**config.mk**
```make
export PLATFORM = sky130hd
export DESIGN_NAME = velocity_slew_limiter
export DESIGN_NICKNAME = d
export VERILOG_FILES = /design/src/rtl/vsl_pkg.sv /design/src/rtl/velocity_slew_limiter.sv
export VERILOG_INCLUDE_DIRS = /design/src /design/src/rtl
export SDC_FILE = /design/constraint.sdc
export NUM_CORES = 2
export LEC_CHECK = 0
export BUFFER_PORTS_ARGS = -buffer_cell sky130_fd_sc_hd__buf_2
export CAP_MARGIN = 5
export CORE_MARGIN = 2
export CORE_UTILIZATION = 30
export DETAILED_ROUTE_END_ITERATION = 10
export REMOVE_ABC_BUFFERS = 1
export SYNTH_ARGS = -nofsm -noshare
export SYNTH_HDL_FRONTEND = slang
export SYNTH_SLANG_ARGS = --single-unit
```
**constraint.sdc**
```tcl
create_clock -name aclk -period 9.48 [get_ports aclk]
set_clock_uncertainty 0.2 [all_clocks]
set_input_delay 0.948 -clock aclk [delete_from_list [all_inputs] [get_ports aclk]]
set_output_delay 0.948 -clock aclk [all_outputs]
set_load 0.01 [all_outputs]
```
**src/rtl/velocity_slew_limiter_assert.svh**
```systemverilog
// assertion helpers for the slew limiter, clocked on aclk, off while in reset
`ifndef VELOCITY_SLEW_LIMITER_ASSERT_SVH
`define VELOCITY_SLEW_LIMITER_ASSERT_SVH

// consequent must hold in the same cycle as the antecedent
`define VSL_ASSERT_NOW(name, ante, cons, msg) \
    name: assert property (@(posedge aclk) disable iff (!aresetn) (ante) |-> (cons)) \
        else $error(msg);

// consequent must hold in the cycle after the antecedent
`define VSL_ASSERT_NEXT(name, ante, cons, msg) \
    name: assert property (@(posedge aclk) disable iff (!aresetn) (ante) |=> (cons)) \
        else $error(msg);

`endif

```
**src/rtl/vsl_pkg.sv**
```systemverilog
package vsl_pkg;

    localparam int SAMPLE_WIDTH_DEF = 16;
    localparam int CFG_W            = 15;
    localparam int CFG_INDEX_W      = 8;
    localparam int CFG_DATA_W       = 16;

    typedef logic [CFG_INDEX_W-1:0] cfg_index_t;
    typedef logic [CFG_W-1:0]       cfg_val_t;

    // register indexes on the config port
    localparam cfg_index_t REG_MAX_SPEED    = cfg_index_t'(0);
    localparam cfg_index_t REG_MAX_STEP_XY  = cfg_index_t'(1);
    localparam cfg_index_t REG_MAX_STEP_Z   = cfg_index_t'(2);
    localparam cfg_index_t REG_MAX_STEP_YAW = cfg_index_t'(3);

    // register reset values, q5.10
    localparam cfg_val_t MAX_SPEED_RST    = cfg_val_t'(1536);
    localparam cfg_val_t MAX_STEP_XY_RST  = cfg_val_t'(20);
    localparam cfg_val_t MAX_STEP_Z_RST   = cfg_val_t'(12);
    localparam cfg_val_t MAX_STEP_YAW_RST = cfg_val_t'(31);

    typedef enum logic [3:0] {
        ST_IDLE,
        ST_SQUARE,
        ST_ROOT,
        ST_NCHECK,
        ST_MULT,
        ST_DLOAD,
        ST_DIVIDE,
        ST_STORE,
        ST_XYPREP,
        ST_LIMIT
    } state_t;

    typedef enum logic {
        PASS_SPEED,
        PASS_STEP
    } pass_t;

endpackage

```
**src/rtl/velocity_slew_limiter.sv**
```systemverilog
// an accepted word runs the speed pass, then the horizontal pass unless it is the first word,
// a restart or max_step_xy is zero; a pass scales components only when its norm clamp bites
// one word at a time: s_tready low from accept until m_tvalid rises, a held result delays that
// the shared multiplier and subtractor set the pace: one root bit, one quotient bit per cycle
// reset: synchronous on aresetn low, registers back to defaults, history cleared
module velocity_slew_limiter #(
    parameter int  SAMPLE_WIDTH = vsl_pkg::SAMPLE_WIDTH_DEF,
    localparam int TDATA_W      = ((4 * SAMPLE_WIDTH + 7) / 8) * 8
) (
    input  logic                          aclk,
    input  logic                          aresetn,
    // setpoint in
    input  logic                          s_tvalid,
    output logic                          s_tready,
    input  logic [TDATA_W-1:0]            s_tdata,   // vel_north, vel_east, vel_down, yaw_rate
    input  logic                          s_tuser,   // restart
    // limited setpoint out
    output logic                          m_tvalid,
    input  logic                          m_tready,
    output logic [TDATA_W-1:0]            m_tdata,   // out_north, out_east, out_down, out_yawspeed
    // register writes
    input  logic                          cfg_valid,
    output logic                          cfg_ready,
    input  vsl_pkg::cfg_index_t           cfg_index,
    input  logic [vsl_pkg::CFG_DATA_W-1:0] cfg_data
);
    import vsl_pkg::*;

    localparam int W       = SAMPLE_WIDTH;
    // magnitudes above 30 bits are pre-shifted so squares stay within the multiplier
    localparam int PS      = (W > 30) ? (W - 30) : 0;
    localparam int MAGW    = W - PS;
    localparam int SUMW    = 2 * MAGW + 1;
    localparam int SQ_ITER = MAGW + 1;
    localparam int MULBW   = (MAGW > CFG_W) ? MAGW : CFG_W;
    localparam int PW      = W + MULBW;
    localparam int SUBW    = (SUMW > W + 2) ? SUMW : (W + 2);
    localparam int CMPW    = (W + 1 > CFG_W) ? (W + 1) : CFG_W;
    localparam int CW      = ((W > CFG_W) ? W : CFG_W) + 2;
    localparam int CNT_MAX = (SQ_ITER > W) ? SQ_ITER : W;
    localparam int CNT_W   = $clog2(CNT_MAX);
    localparam logic [SUMW-1:0] ROOT_TOP = SUMW'(1) << (2 * MAGW);
    localparam logic signed [W-1:0] SMIN = {1'b1, {(W-1){1'b0}}};
    localparam logic signed [W-1:0] SMAX = {1'b0, {(W-1){1'b1}}};

    // control state
    state_t           state_reg, state_next;
    pass_t            pass_reg, pass_next;
    logic [1:0]       idx_reg, idx_next;          // component under work
    logic [CNT_W-1:0] cnt_reg, cnt_next;          // root / divide step
    logic             primed_reg, primed_next;
    logic             restart_reg, restart_next;
    logic             m_valid_reg, m_valid_next;

    // config registers
    cfg_val_t max_speed_reg, max_speed_next;
    cfg_val_t max_step_xy_reg, max_step_xy_next;
    cfg_val_t max_step_z_reg, max_step_z_next;
    cfg_val_t max_step_yaw_reg, max_step_yaw_next;

    // history: last delivered setpoint
    logic signed [W-1:0] last_north_reg, last_north_next;
    logic signed [W-1:0] last_east_reg, last_east_next;
    logic signed [W-1:0] last_down_reg, last_down_next;
    logic signed [W-1:0] last_yaw_reg, last_yaw_next;

    // working setpoint
    logic signed [W-1:0] n_reg, n_next;
    logic signed [W-1:0] e_reg, e_next;
    logic signed [W-1:0] d_reg, d_next;
    logic signed [W-1:0] yaw_reg, yaw_next;

    // vector the norm and scale work on: velocity, then horizontal change
    logic signed [W:0]   op_reg [3];
    logic signed [W:0]   op_next [3];

    // shared arithmetic datapath
    logic [SUMW-1:0]     acc_reg, acc_next;       // sum of squares
    logic [PW-1:0]       prod_reg, prod_next;     // multiplier output
    logic [SUMW-1:0]     x_reg, x_next;           // root remainder
    logic [SUMW-1:0]     r_reg, r_next;           // root partial result
    logic [SUMW-1:0]     bit_reg, bit_next;       // root trial bit
    logic [W:0]          den_reg, den_next;       // norm, the divisor
    logic [W:0]          rem_reg, rem_next;       // divide remainder
    logic [W-1:0]        quo_reg, quo_next;       // dividend in, quotient out

    // output register
    logic signed [W-1:0] o_north_reg, o_north_next;
    logic signed [W-1:0] o_east_reg, o_east_next;
    logic signed [W-1:0] o_down_reg, o_down_next;
    logic signed [W-1:0] o_yaw_reg, o_yaw_next;

    // combinational helpers
    logic signed [W-1:0] in_n, in_e, in_d, in_yaw, yaw_neg;
    logic signed [W:0]   sel_op, sel_mag_full, q_ext, sq, last_sel, step_sum;
    logic [W-1:0]        sel_mag;
    logic [MAGW-1:0]     sel_smag;
    logic [W-1:0]        mul_a;
    logic [MULBW-1:0]    mul_b;
    logic [PW-1:0]       mul_p;
    logic [SUBW-1:0]     sub_a, sub_b;
    logic [SUBW:0]       diff;
    logic                ge;
    logic [SUMW-1:0]     acc_sum;
    logic [MAGW:0]       root;
    logic [W:0]          nrm;
    cfg_val_t            limit;
    logic                over_lim;
    logic [W+1:0]        sh;
    logic                last_comp;
    logic                step_en;
    logic                xy_go;
    logic                out_free;
    logic signed [CW-1:0] d_c, d_lo, d_hi, d_lim;
    logic signed [CW-1:0] y_c, y_lo, y_hi, y_lim;
    logic signed [CW-1:0] mz_ext, my_ext;

    // input word unpack
    assign in_n   = s_tdata[W-1:0];
    assign in_e   = s_tdata[2*W-1:W];
    assign in_d   = s_tdata[3*W-1:2*W];
    assign in_yaw = s_tdata[4*W-1:3*W];
    // clockwise yaw speed, the most negative rate saturates
    assign yaw_neg = (in_yaw == SMIN) ? SMAX : -in_yaw;

    // component select and magnitude
    assign sel_op       = (idx_reg == 2'd3) ? '0 : op_reg[idx_reg];
    assign sel_mag_full = sel_op[W] ? -sel_op : sel_op;
    assign sel_mag      = sel_mag_full[W-1:0];
    assign sel_smag     = MAGW'(sel_mag >> PS);

    // shared multiplier and subtractor
    assign mul_p = mul_a * mul_b;
    assign diff  = {1'b0, sub_a} - {1'b0, sub_b};
    assign ge    = !diff[SUBW];

    assign acc_sum = acc_reg + SUMW'(prod_reg[2*MAGW-1:0]);
    // ceiling root from floor root and remainder
    assign root    = r_reg[MAGW:0] + {{MAGW{1'b0}}, (x_reg != '0)};
    assign nrm     = (W + 1)'(root) << PS;
    assign limit   = (pass_reg == PASS_STEP) ? max_step_xy_reg : max_speed_reg;
    assign over_lim = CMPW'(nrm) > CMPW'(limit);

    assign sh        = {rem_reg, quo_reg[W-1]};
    assign q_ext     = $signed({1'b0, quo_reg});
    assign sq        = sel_op[W] ? -q_ext : q_ext;
    assign last_sel  = (idx_reg == 2'd0) ? (W + 1)'(last_north_reg) : (W + 1)'(last_east_reg);
    assign step_sum  = last_sel + sq;
    assign last_comp = (pass_reg == PASS_SPEED) ? (idx_reg == 2'd2) : (idx_reg == 2'd1);

    assign step_en  = primed_reg && !restart_reg;
    assign xy_go    = step_en && (max_step_xy_reg != '0);
    assign out_free = !m_valid_reg || m_tready;

    // per-tick clamps of down velocity and yaw speed
    assign mz_ext = CW'($signed({1'b0, max_step_z_reg}));
    assign my_ext = CW'($signed({1'b0, max_step_yaw_reg}));
    assign d_c    = CW'(d_reg);
    assign d_lo   = CW'(last_down_reg) - mz_ext;
    assign d_hi   = CW'(last_down_reg) + mz_ext;
    assign d_lim  = (d_c < d_lo) ? d_lo : ((d_c > d_hi) ? d_hi : d_c);
    assign y_c    = CW'(yaw_reg);
    assign y_lo   = CW'(last_yaw_reg) - my_ext;
    assign y_hi   = CW'(last_yaw_reg) + my_ext;
    assign y_lim  = (y_c < y_lo) ? y_lo : ((y_c > y_hi) ? y_hi : y_c);

    // ports
    assign s_tready  = (state_reg == ST_IDLE);
    assign m_tvalid  = m_valid_reg;
    assign m_tdata   = TDATA_W'({o_yaw_reg, o_down_reg, o_east_reg, o_north_reg});
    assign cfg_ready = 1'b1;

    // sequencer: next state
    always_comb begin
        state_next = state_reg;
        case (state_reg)
            ST_IDLE: begin
                if (s_tvalid) state_next = ST_SQUARE;
            end
            ST_SQUARE: begin
                if (idx_reg == 2'd3) state_next = ST_ROOT;
            end
            ST_ROOT: begin
                if (cnt_reg == CNT_W'(SQ_ITER - 1)) state_next = ST_NCHECK;
            end
            ST_NCHECK: begin
                if (over_lim) begin
                    state_next = ST_MULT;
                end else if (pass_reg == PASS_SPEED) begin
                    state_next = ST_XYPREP;
                end else begin
                    state_next = ST_LIMIT;
                end
            end
            ST_MULT:  state_next = ST_DLOAD;
            ST_DLOAD: state_next = ST_DIVIDE;
            ST_DIVIDE: begin
                if (cnt_reg == CNT_W'(W - 1)) state_next = ST_STORE;
            end
            ST_STORE: begin
                if (!last_comp) begin
                    state_next = ST_MULT;
                end else if (pass_reg == PASS_SPEED) begin
                    state_next = ST_XYPREP;
                end else begin
                    state_next = ST_LIMIT;
                end
            end
            ST_XYPREP: begin
                state_next = xy_go ? ST_SQUARE : ST_LIMIT;
            end
            ST_LIMIT: begin
                if (out_free) state_next = ST_IDLE;
            end
            default: state_next = ST_IDLE;
        endcase
    end

    // sequencer: datapath and outputs
    always_comb begin
        pass_next         = pass_reg;
        idx_next          = idx_reg;
        cnt_next          = cnt_reg;
        primed_next       = primed_reg;
        restart_next      = restart_reg;
        m_valid_next      = m_valid_reg;
        max_speed_next    = max_speed_reg;
        max_step_xy_next  = max_step_xy_reg;
        max_step_z_next   = max_step_z_reg;
        max_step_yaw_next = max_step_yaw_reg;
        last_north_next   = last_north_reg;
        last_east_next    = last_east_reg;
        last_down_next    = last_down_reg;
        last_yaw_next     = last_yaw_reg;
        n_next            = n_reg;
        e_next            = e_reg;
        d_next            = d_reg;
        yaw_next          = yaw_reg;
        op_next           = op_reg;
        acc_next          = acc_reg;
        prod_next         = prod_reg;
        x_next            = x_reg;
        r_next            = r_reg;
        bit_next          = bit_reg;
        den_next          = den_reg;
        rem_next          = rem_reg;
        quo_next          = quo_reg;
        o_north_next      = o_north_reg;
        o_east_next       = o_east_reg;
        o_down_next       = o_down_reg;
        o_yaw_next        = o_yaw_reg;
        mul_a             = '0;
        mul_b             = '0;
        sub_a             = '0;
        sub_b             = '0;

        if (m_valid_reg && m_tready) m_valid_next = 1'b0;

        // register writes, unknown indexes dropped
        if (cfg_valid) begin
            case (cfg_index)
                REG_MAX_SPEED:    max_speed_next    = cfg_data[CFG_W-1:0];
                REG_MAX_STEP_XY:  max_step_xy_next  = cfg_data[CFG_W-1:0];
                REG_MAX_STEP_Z:   max_step_z_next   = cfg_data[CFG_W-1:0];
                REG_MAX_STEP_YAW: max_step_yaw_next = cfg_data[CFG_W-1:0];
                default: ;
            endcase
        end

        case (state_reg)
            ST_IDLE: begin
                if (s_tvalid) begin
                    n_next       = in_n;
                    e_next       = in_e;
                    d_next       = in_d;
                    yaw_next     = yaw_neg;
                    restart_next = s_tuser;
                    op_next[0]   = (W + 1)'(in_n);
                    op_next[1]   = (W + 1)'(in_e);
                    op_next[2]   = (W + 1)'(in_d);
                    pass_next    = PASS_SPEED;
                    idx_next     = '0;
                    acc_next     = '0;
                    prod_next    = '0;
                end
            end
            ST_SQUARE: begin
                // square one component a cycle, accumulate the one before
                mul_a     = W'(sel_smag);
                mul_b     = MULBW'(sel_smag);
                prod_next = mul_p;
                acc_next  = acc_sum;
                idx_next  = idx_reg + 2'd1;
                if (idx_reg == 2'd3) begin
                    x_next   = acc_sum;
                    r_next   = '0;
                    bit_next = ROOT_TOP;
                    cnt_next = '0;
                    idx_next = '0;
                end
            end
            ST_ROOT: begin
                // digit-by-digit root, one result bit a cycle
                sub_a = SUBW'(x_reg);
                sub_b = SUBW'(r_reg | bit_reg);
                if (ge) begin
                    x_next = diff[SUMW-1:0];
                    r_next = (r_reg >> 1) | bit_reg;
                end else begin
                    r_next = r_reg >> 1;
                end
                bit_next = bit_reg >> 2;
                cnt_next = cnt_reg + CNT_W'(1);
            end
            ST_NCHECK: begin
                den_next = nrm;
                idx_next = '0;
            end
            ST_MULT: begin
                mul_a     = sel_mag;
                mul_b     = MULBW'(limit);
                prod_next = mul_p;
            end
            ST_DLOAD: begin
                // quotient fits the sample width, so the upper part is below the divisor
                rem_next = (W + 1)'(prod_reg[W+CFG_W-1:W]);
                quo_next = prod_reg[W-1:0];
                cnt_next = '0;
            end
            ST_DIVIDE: begin
                // restoring divide, one quotient bit a cycle
                sub_a    = SUBW'(sh);
                sub_b    = SUBW'(den_reg);
                rem_next = ge ? diff[W:0] : sh[W:0];
                quo_next = {quo_reg[W-2:0], ge};
                cnt_next = cnt_reg + CNT_W'(1);
            end
            ST_STORE: begin
                if (pass_reg == PASS_SPEED) begin
                    case (idx_reg)
                        2'd0:    n_next = sq[W-1:0];
                        2'd1:    e_next = sq[W-1:0];
                        default: d_next = sq[W-1:0];
                    endcase
                end else begin
                    if (idx_reg == 2'd0) begin
                        n_next = step_sum[W-1:0];
                    end else begin
                        e_next = step_sum[W-1:0];
                    end
                end
                idx_next = idx_reg + 2'd1;
            end
            ST_XYPREP: begin
                if (xy_go) begin
                    op_next[0] = (W + 1)'(n_reg) - (W + 1)'(last_north_reg);
                    op_next[1] = (W + 1)'(e_reg) - (W + 1)'(last_east_reg);
                    op_next[2] = '0;
                    pass_next  = PASS_STEP;
                    idx_next   = '0;
                    acc_next   = '0;
                    prod_next  = '0;
                end
            end
            ST_LIMIT: begin
                if (out_free) begin
                    o_north_next    = n_reg;
                    o_east_next     = e_reg;
                    o_down_next     = step_en ? d_lim[W-1:0] : d_reg;
                    o_yaw_next      = step_en ? y_lim[W-1:0] : yaw_reg;
                    last_north_next = n_reg;
                    last_east_next  = e_reg;
                    last_down_next  = step_en ? d_lim[W-1:0] : d_reg;
                    last_yaw_next   = step_en ? y_lim[W-1:0] : yaw_reg;
                    primed_next     = 1'b1;
                    m_valid_next    = 1'b1;
                end
            end
            default: ;
        endcase
    end

    // control registers
    always_ff @(posedge aclk) begin
        if (!aresetn) begin
            state_reg        <= ST_IDLE;
            pass_reg         <= PASS_SPEED;
            idx_reg          <= '0;
            cnt_reg          <= '0;
            primed_reg       <= 1'b0;
            restart_reg      <= 1'b0;
            m_valid_reg      <= 1'b0;
            max_speed_reg    <= MAX_SPEED_RST;
            max_step_xy_reg  <= MAX_STEP_XY_RST;
            max_step_z_reg   <= MAX_STEP_Z_RST;
            max_step_yaw_reg <= MAX_STEP_YAW_RST;
            last_north_reg   <= '0;
            last_east_reg    <= '0;
            last_down_reg    <= '0;
            last_yaw_reg     <= '0;
        end else begin
            state_reg        <= state_next;
            pass_reg         <= pass_next;
            idx_reg          <= idx_next;
            cnt_reg          <= cnt_next;
            primed_reg       <= primed_next;
            restart_reg      <= restart_next;
            m_valid_reg      <= m_valid_next;
            max_speed_reg    <= max_speed_next;
            max_step_xy_reg  <= max_step_xy_next;
            max_step_z_reg   <= max_step_z_next;
            max_step_yaw_reg <= max_step_yaw_next;
            last_north_reg   <= last_north_next;
            last_east_reg    <= last_east_next;
            last_down_reg    <= last_down_next;
            last_yaw_reg     <= last_yaw_next;
        end
    end

    // payload registers
    always_ff @(posedge aclk) begin
        n_reg       <= n_next;
        e_reg       <= e_next;
        d_reg       <= d_next;
        yaw_reg     <= yaw_next;
        op_reg      <= op_next;
        acc_reg     <= acc_next;
        prod_reg    <= prod_next;
        x_reg       <= x_next;
        r_reg       <= r_next;
        bit_reg     <= bit_next;
        den_reg     <= den_next;
        rem_reg     <= rem_next;
        quo_reg     <= quo_next;
        o_north_reg <= o_north_next;
        o_east_reg  <= o_east_next;
        o_down_reg  <= o_down_next;
        o_yaw_reg   <= o_yaw_next;
    end

`include "velocity_slew_limiter_assert.svh"

    `VSL_ASSERT_NEXT(a_busy_after_accept, s_tvalid && s_tready, !s_tready, "ready after accept")
    `VSL_ASSERT_NOW(a_rem_below_den, state_reg == ST_DIVIDE, rem_reg < den_reg, "divide remainder overflow")
    `VSL_ASSERT_NOW(a_root_count, state_reg == ST_ROOT, cnt_reg <= CNT_W'(SQ_ITER - 1), "root step count overrun")
    `VSL_ASSERT_NOW(a_valid_from_limit, $rose(m_valid_reg), $past(state_reg) == ST_LIMIT, "result not from limit step")

endmodule

```
== After elaboration in Yosys (flattened, before gate mapping) ==
Cells that the tools add are included.
Cells by class
  order comparisons: 6
  bitwise logic cells: 3
  multipliers: 1
  reductions and logical operators: 40
  equal/unequal tests: 30
  $add $sub $neg: 15
  muxes and demuxes: 75
Operators with widths (number)
  2-to-1 mux 16 bit: 21
  one-hot mux 33 bit (2 select lines): 5
  2-to-1 mux 33 bit: 7
  one-hot mux 16 bit (2 select lines): 5
  2-to-1 mux 51 bit: 2
  one-hot mux 51 bit (2 select lines): 1
  one-hot mux 33 bit (3 select lines): 1
  one-hot mux 32 bit (3 select lines): 1
  2-to-1 mux 17 bit: 4
  subtractor 16 x 16 -> 17 bit: 4
  2-to-1 mux 32 bit: 2
  negation 16 bit: 3
  one-hot mux 4 bit (10 select lines): 1
  adder 16 x 16 -> 17 bit: 2
  binary-select mux 17 bit (select 2 bit): 1
  > comparator 16 x 17 -> 1 bit: 2
  < comparator 16 x 17 -> 1 bit: 2
  one-hot mux 17 bit (2 select lines): 1
  subtractor 33 x 33 -> 34 bit: 1
  adder 33 x 32 -> 33 bit: 1
  bitwise OR 32 x 33 -> 33 bit: 1
  bitwise OR 33 bit: 1
  nonzero test 33 bit: 1
  multiplier 16 x 16 -> 32 bit: 1
  43 further kinds: 99
Word-level totals
  register bits: 532
  word-level logic and storage cells: 204
  bits of input ports: 94
  output and inout bits: 67

== Logic depth before layout (Yosys ltp) ==
  depth in word-level cells: 10
  gate-level depth with buffers: 38
  gate-level depth less buffers: 35

== Least setup slack after synthesis ==
OpenSTA, ideal clock, no wires.
  kind: register to register
  start point: register idx_reg[1]
  end point: register prod_reg[31], data pin
  data arrival time: 7927 ps
  setup time: 259 ps
  path buffers: 2
  clock period less this slack: 8385 ps
  cell stages (with the launch flop): 38
  path slack: 1095 ps
  required time: 9021 ps
  path through: dfxtp_1 -> nor2b_1 -> buf_2 -> a22oi_2 -> nor2_1 -> inv_1 -> ha_1 -> inv_1 -> nor2_1 -> o21ai_1 -> nand2_1 -> xnor2_1 -> nand2_1 -> o21ai_1 -> clkbuf_1 -> nand2_1 -> fa_1 -> inv_1 -> (+2 left out) -> fa_1 -> inv_1 -> fa_1 -> fa_1 -> inv_1 -> fa_1 -> inv_1 -> ha_1 -> a21o_1 -> a21oi_1 -> o21ai_0 -> a2111oi_0 -> o41ai_1 -> a31oi_1 -> o21ai_1 -> and2_1 -> nor4_1 -> a211o_1
Between the ends
  word-level cells in the longest chain between the ends: 10
  elaborated cells on any way between the ends: 12
  classes of those cells: add/sub (1); mul (1); eq/ne (1); mux (8); bitwise (1)
RTL lines
  from (decl): RTL line velocity_slew_limiter.sv:49  | logic [1:0] idx_reg, idx_next;
  from (signal assigned): RTL line velocity_slew_limiter.sv:404  | idx_reg <= idx_next;
  inverter 2 -> 3 bit (implied by the code): RTL line velocity_slew_limiter.sv:127  | assign sel_op = (idx_reg == 2'd3) ? '0 : op_reg[idx_reg];
  binary-select mux 17 bit (select 2 bit): RTL line velocity_slew_limiter.sv:127
  2-to-1 mux 17 bit (implied by the code) (2 in series): RTL line velocity_slew_limiter.sv:127
  2-to-1 mux 17 bit (*): RTL line velocity_slew_limiter.sv:127
  negation 16 bit: RTL line velocity_slew_limiter.sv:128  | assign sel_mag_full = sel_op[W] ? -sel_op : sel_op;
  2-to-1 mux 16 bit (*): RTL line velocity_slew_limiter.sv:128
  one-hot mux 16 bit (2 select lines) / 2-to-1 mux 16 bit (equally long branches): RTL line velocity_slew_limiter.sv:270  | case (state_reg)
  multiplier 16 x 16 -> 32 bit (*): RTL line velocity_slew_limiter.sv:133  | assign mul_p = mul_a * mul_b;
  one-hot mux 32 bit (3 select lines) (*): RTL line velocity_slew_limiter.sv:270
  to (signal assigned): RTL line velocity_slew_limiter.sv:428  | prod_reg <= prod_next;
  to (decl): RTL line velocity_slew_limiter.sv:79  | logic [PW-1:0] prod_reg, prod_next;
Every way passes the cells marked *; elsewhere a longest branch is shown, timed or not. The select of a mux whose other input is x is not followed.
A chain may end at the register's enable or synchronous reset.

== Worst setup path in the final report ==
  start point: register idx_reg[0]
  end point: register prod_reg[31], data pin
Same word-level chain as after synthesis.

==> qor.csv <==
stage,metric,value,unit
synthesis,synth_flop_cell,edfxtp_1,
die,fp.dieW,374.0,um
synthesis,yosysWarnings,0,
timing,tightest_slew,1.205,ns
pwr,p_leak,19.20,nW
detailed_routing,vias,33270,
synthesis,yosysTopAreaCell,edfxtp_1,
timing,final.setup.worst_slack,0.4267,ns
pwr,power_frac_clock,20.0,%
detailed_routing,drt-pass1-iter-count,6,
finish,fin_util,34.23,%
detailed_routing,drc_errors,0,
setup_path,crit_start,idx_reg[0]$_SDFFE_PN0P_,
cts,clkLatencyLatePin,0.64,ns
synthesis,synth-seq-cells,515,
setup_path,startpoint_type,flip-flop,
synthesis,synth_edf_count,376,
pwr,p_sw_share,45.08,%
cts,post_cts_buffers,0,
detailed_routing,avgViaCountPerCell,5.117,
die,ios,161,
pwr,seqPwrFrac,25.4,%
detailed_routing,wl_per_cell,18.88,um
global_route,overflow,0,
setup_path,crit_fanout,7,
detailed_routing,antenna_left,0,
detailed_routing,wirelength,122.8,mm
cts,cts_buffers,66,
job,cap_violations,0,
finish,largest_reg_flops,50,
finish,syn2layout_area_growth,13.04,%
global_route,grt_pass1_wl,187.4,mm
cts,clock_sinks,515,
finish,drive_gt1_share,9.407,%
cts,htreeDepth,3,
min_path,hold_path_class,reg -> reg,
detailed_routing,initialDrtViolationCount,2876,
setup_path,cp_common_cell,fa_1,
min_path,min-delay-start,max_speed_reg[13]$_SDFFE_PN0P_,
setup_path,end_kind,flip-flop,
synthesis,async_reset_ff_share,0,%
global_route,grt_use_total,17.08,%
synthesis,synthDistinctLibCells,95,
global_route,grt_antenna_before_repair,5,
cts,clockBufferDepth,3,
outcome,outcome,completed,
cts,clk_pin_slew,0.06,ns
timing,fin_crit_sh,95.50,%
pwr,p_per_area,286.7,nW/um2
global_route,grt_pass1_vias,32230,
pwr,combPwrFrac,54.6,%
setup_path,required,9.66,ns
placement,dpl_cell_area,44080,um2
synthesis,post_synth_instance_area,41070,um2
finish,design_area,46430,um2
pwr,max-vdd-ir-drop,0.2890,mV
pwr,intPower,0.007309,W
setup_path,cp.arrival,9.23,ns
timing,finalHoldViolCount,0,
die,fp.dieH,374.0,um
finish,nets,5336,
die,core_area,135600,um2
placement,pre_cts_slack,0.2596,ns
timing,relSlewSlack,19.08,%
synthesis,syn_inst,4546,
placement,dp_hpwl,94.62,mm
synthesis,avgSynthCellArea,9.035,um2
die,start_util,30.28,%
synthesis,synth_top_area_share,27.49,%
die,rows,135,
timing,finalCriticalPeriod,9.053,ns
global_route,grt_max_degree,86,
timing,setup_viol,0,
finish,most-common-layout-cells,"nand2_1, inv_1, nor2_1",
placement,portBuffers,158,
synthesis,synth_area_leaders,"edfxtp_1, ha_1, fa_1",
synthesis,seq_area_frac_synth,34.27,%
setup_path,worstSetupPathType,reg -> reg,
cts,root_buffer,clkbuf_16,
placement,gp_congestion,0.9258,
timing,max_freq,110.5,MHz
cts,cts_tree,yes,
setup_path,rr_startpoint,idx_reg[0]$_SDFFE_PN0P_,
timing,slew_violations,0,
finish,layout_commonest_cell,nand2_1,
die,die_area,139900,um2
pwr,p_switching,0.005999,W
setup_path,slowest_delay,0.61,ns
setup_path,cp_slowest_cell,o41ai_2,
==> worst max-delay path, delay by kind of cell (launching register included) <==
kind	cells	cell delay (ns)
adders and majority gates	7	3.47
AOI/OAI and AO/OA	10	2.36
and+or+nand+nor	6	1.10
buffers and inverters	7	0.82
DFF	1	0.34
muxes	1	0.32
xor gates and xnor gates	1	0.19
==> metal layers <==
| metal | wire length [um] | share of wire, % | up-vias | global-route usage [%] |
|---|---|---|---|---|
| met5 | 25 | 0.020 | - | 0 |
| met4 | 2865 | 2.3 | 4 | 4.232 |
| met3 | 7285 | 5.9 | 171 | 2.740 |
| met2 | 55860 | 46 | 924 | 27.62 |
| met1 | 56730 | 46 | 16210 | 23.71 |
| li1 | - | - | 15960 | - |
==> power by group through the flow <==
stage	registers, W	logic [W]	clock network (W)
final	0.00338	0.00726	0.00267
after global routing	0.00342	0.00802	0.00280
after CTS	0.00338	0.00721	0.00272
after detailed placement	0.00342	0.00711	0
after global placement	0.00342	0.00708	0
after floorplan	0.00331	0.00481	0
==> kinds of logic after synthesis <==
logic type / count (synthesis) / share of synthesized area, %
AO/OA/AOI/OAI: 969 / 14.81
XOR/XNOR: 217 / 4.627
multiplexers: 77 / 1.968
AND/OR/NAND/NOR: 1599 / 17.62
adder cells (fa/ha/maj): 572 / 21.14
buffers and inverters: 596 / 5.566
flip-flops: 515 / 34.27
other: 1 / 0.009130
==> synth_stat cells (24+ instances only) <==
library cell,number
o21ai_1,39
inv_1,398
nand2_1,678
and2_1,100
a211oi_1,41
fa_1,203
o31ai_1,26
xor2_1,77
nand3_1,65
a31oi_1,27
and3_1,33
nand2b_1,48
nor2_1,397
edfxtp_1,376
a21oi_1,311
mux2i_1,56
clkbuf_1,157
nand4_1,24
o21ai_0,201
nor2b_1,52
o211ai_1,27
nor4_1,30
ha_1,369
a21o_1,85
o21a_1,40
nor3_1,82
o21bai_1,24
xnor2_1,140
dfxtp_1,139
==> timing repair <==
item,4_1_cts,5_1_grt
hold buffers,0,0
setup endpoints to repair,0,6
gates resized for setup,0,14
==> final timing paths <==
kind	endpoint	slack, ns	depth (start not counted)
worst max-delay path	prod_reg[31]$_SDFFCE_PP0P_	0.43	32
worst max register to register	prod_reg[31]$_SDFFCE_PP0P_	0.43	32
worst min register to register	max_speed_reg[13]$_SDFFE_PN0P_	0.25	2
worst min-delay path	max_speed_reg[13]$_SDFFE_PN0P_	0.25	2
==> area by class of cell <==
type | instances | area [um2]
antenna | 1 | 2.502
sequential | 515 | 14080
multi-input combinational | 3435 | 24850
tap | 1781 | 2228
timing repair buffer | 249 | 1474
clock buffer | 82 | 1804
inverter | 403 | 1518
clock inverter | 36 | 478.0
fill | 13890 | 89210
==> stage by stage <==
stage	total power (W)	cells	hold slack (ns)	setup TNS, ns
6_report	0.01331	6502	0.2524	0
5_1_grt	0.01423	6501	0.2712	-0.05172
4_1_cts	0.01331	6501	0.2514	0
3_5_place_dp	0.01053	6383	0.2436	0
3_3_place_gp	0.01049	6383	0.2369	0
2_1_floorplan	0.008120	4353	0.2294	-0.5413
Note: power is estimated with default switching activity, not from simulation.
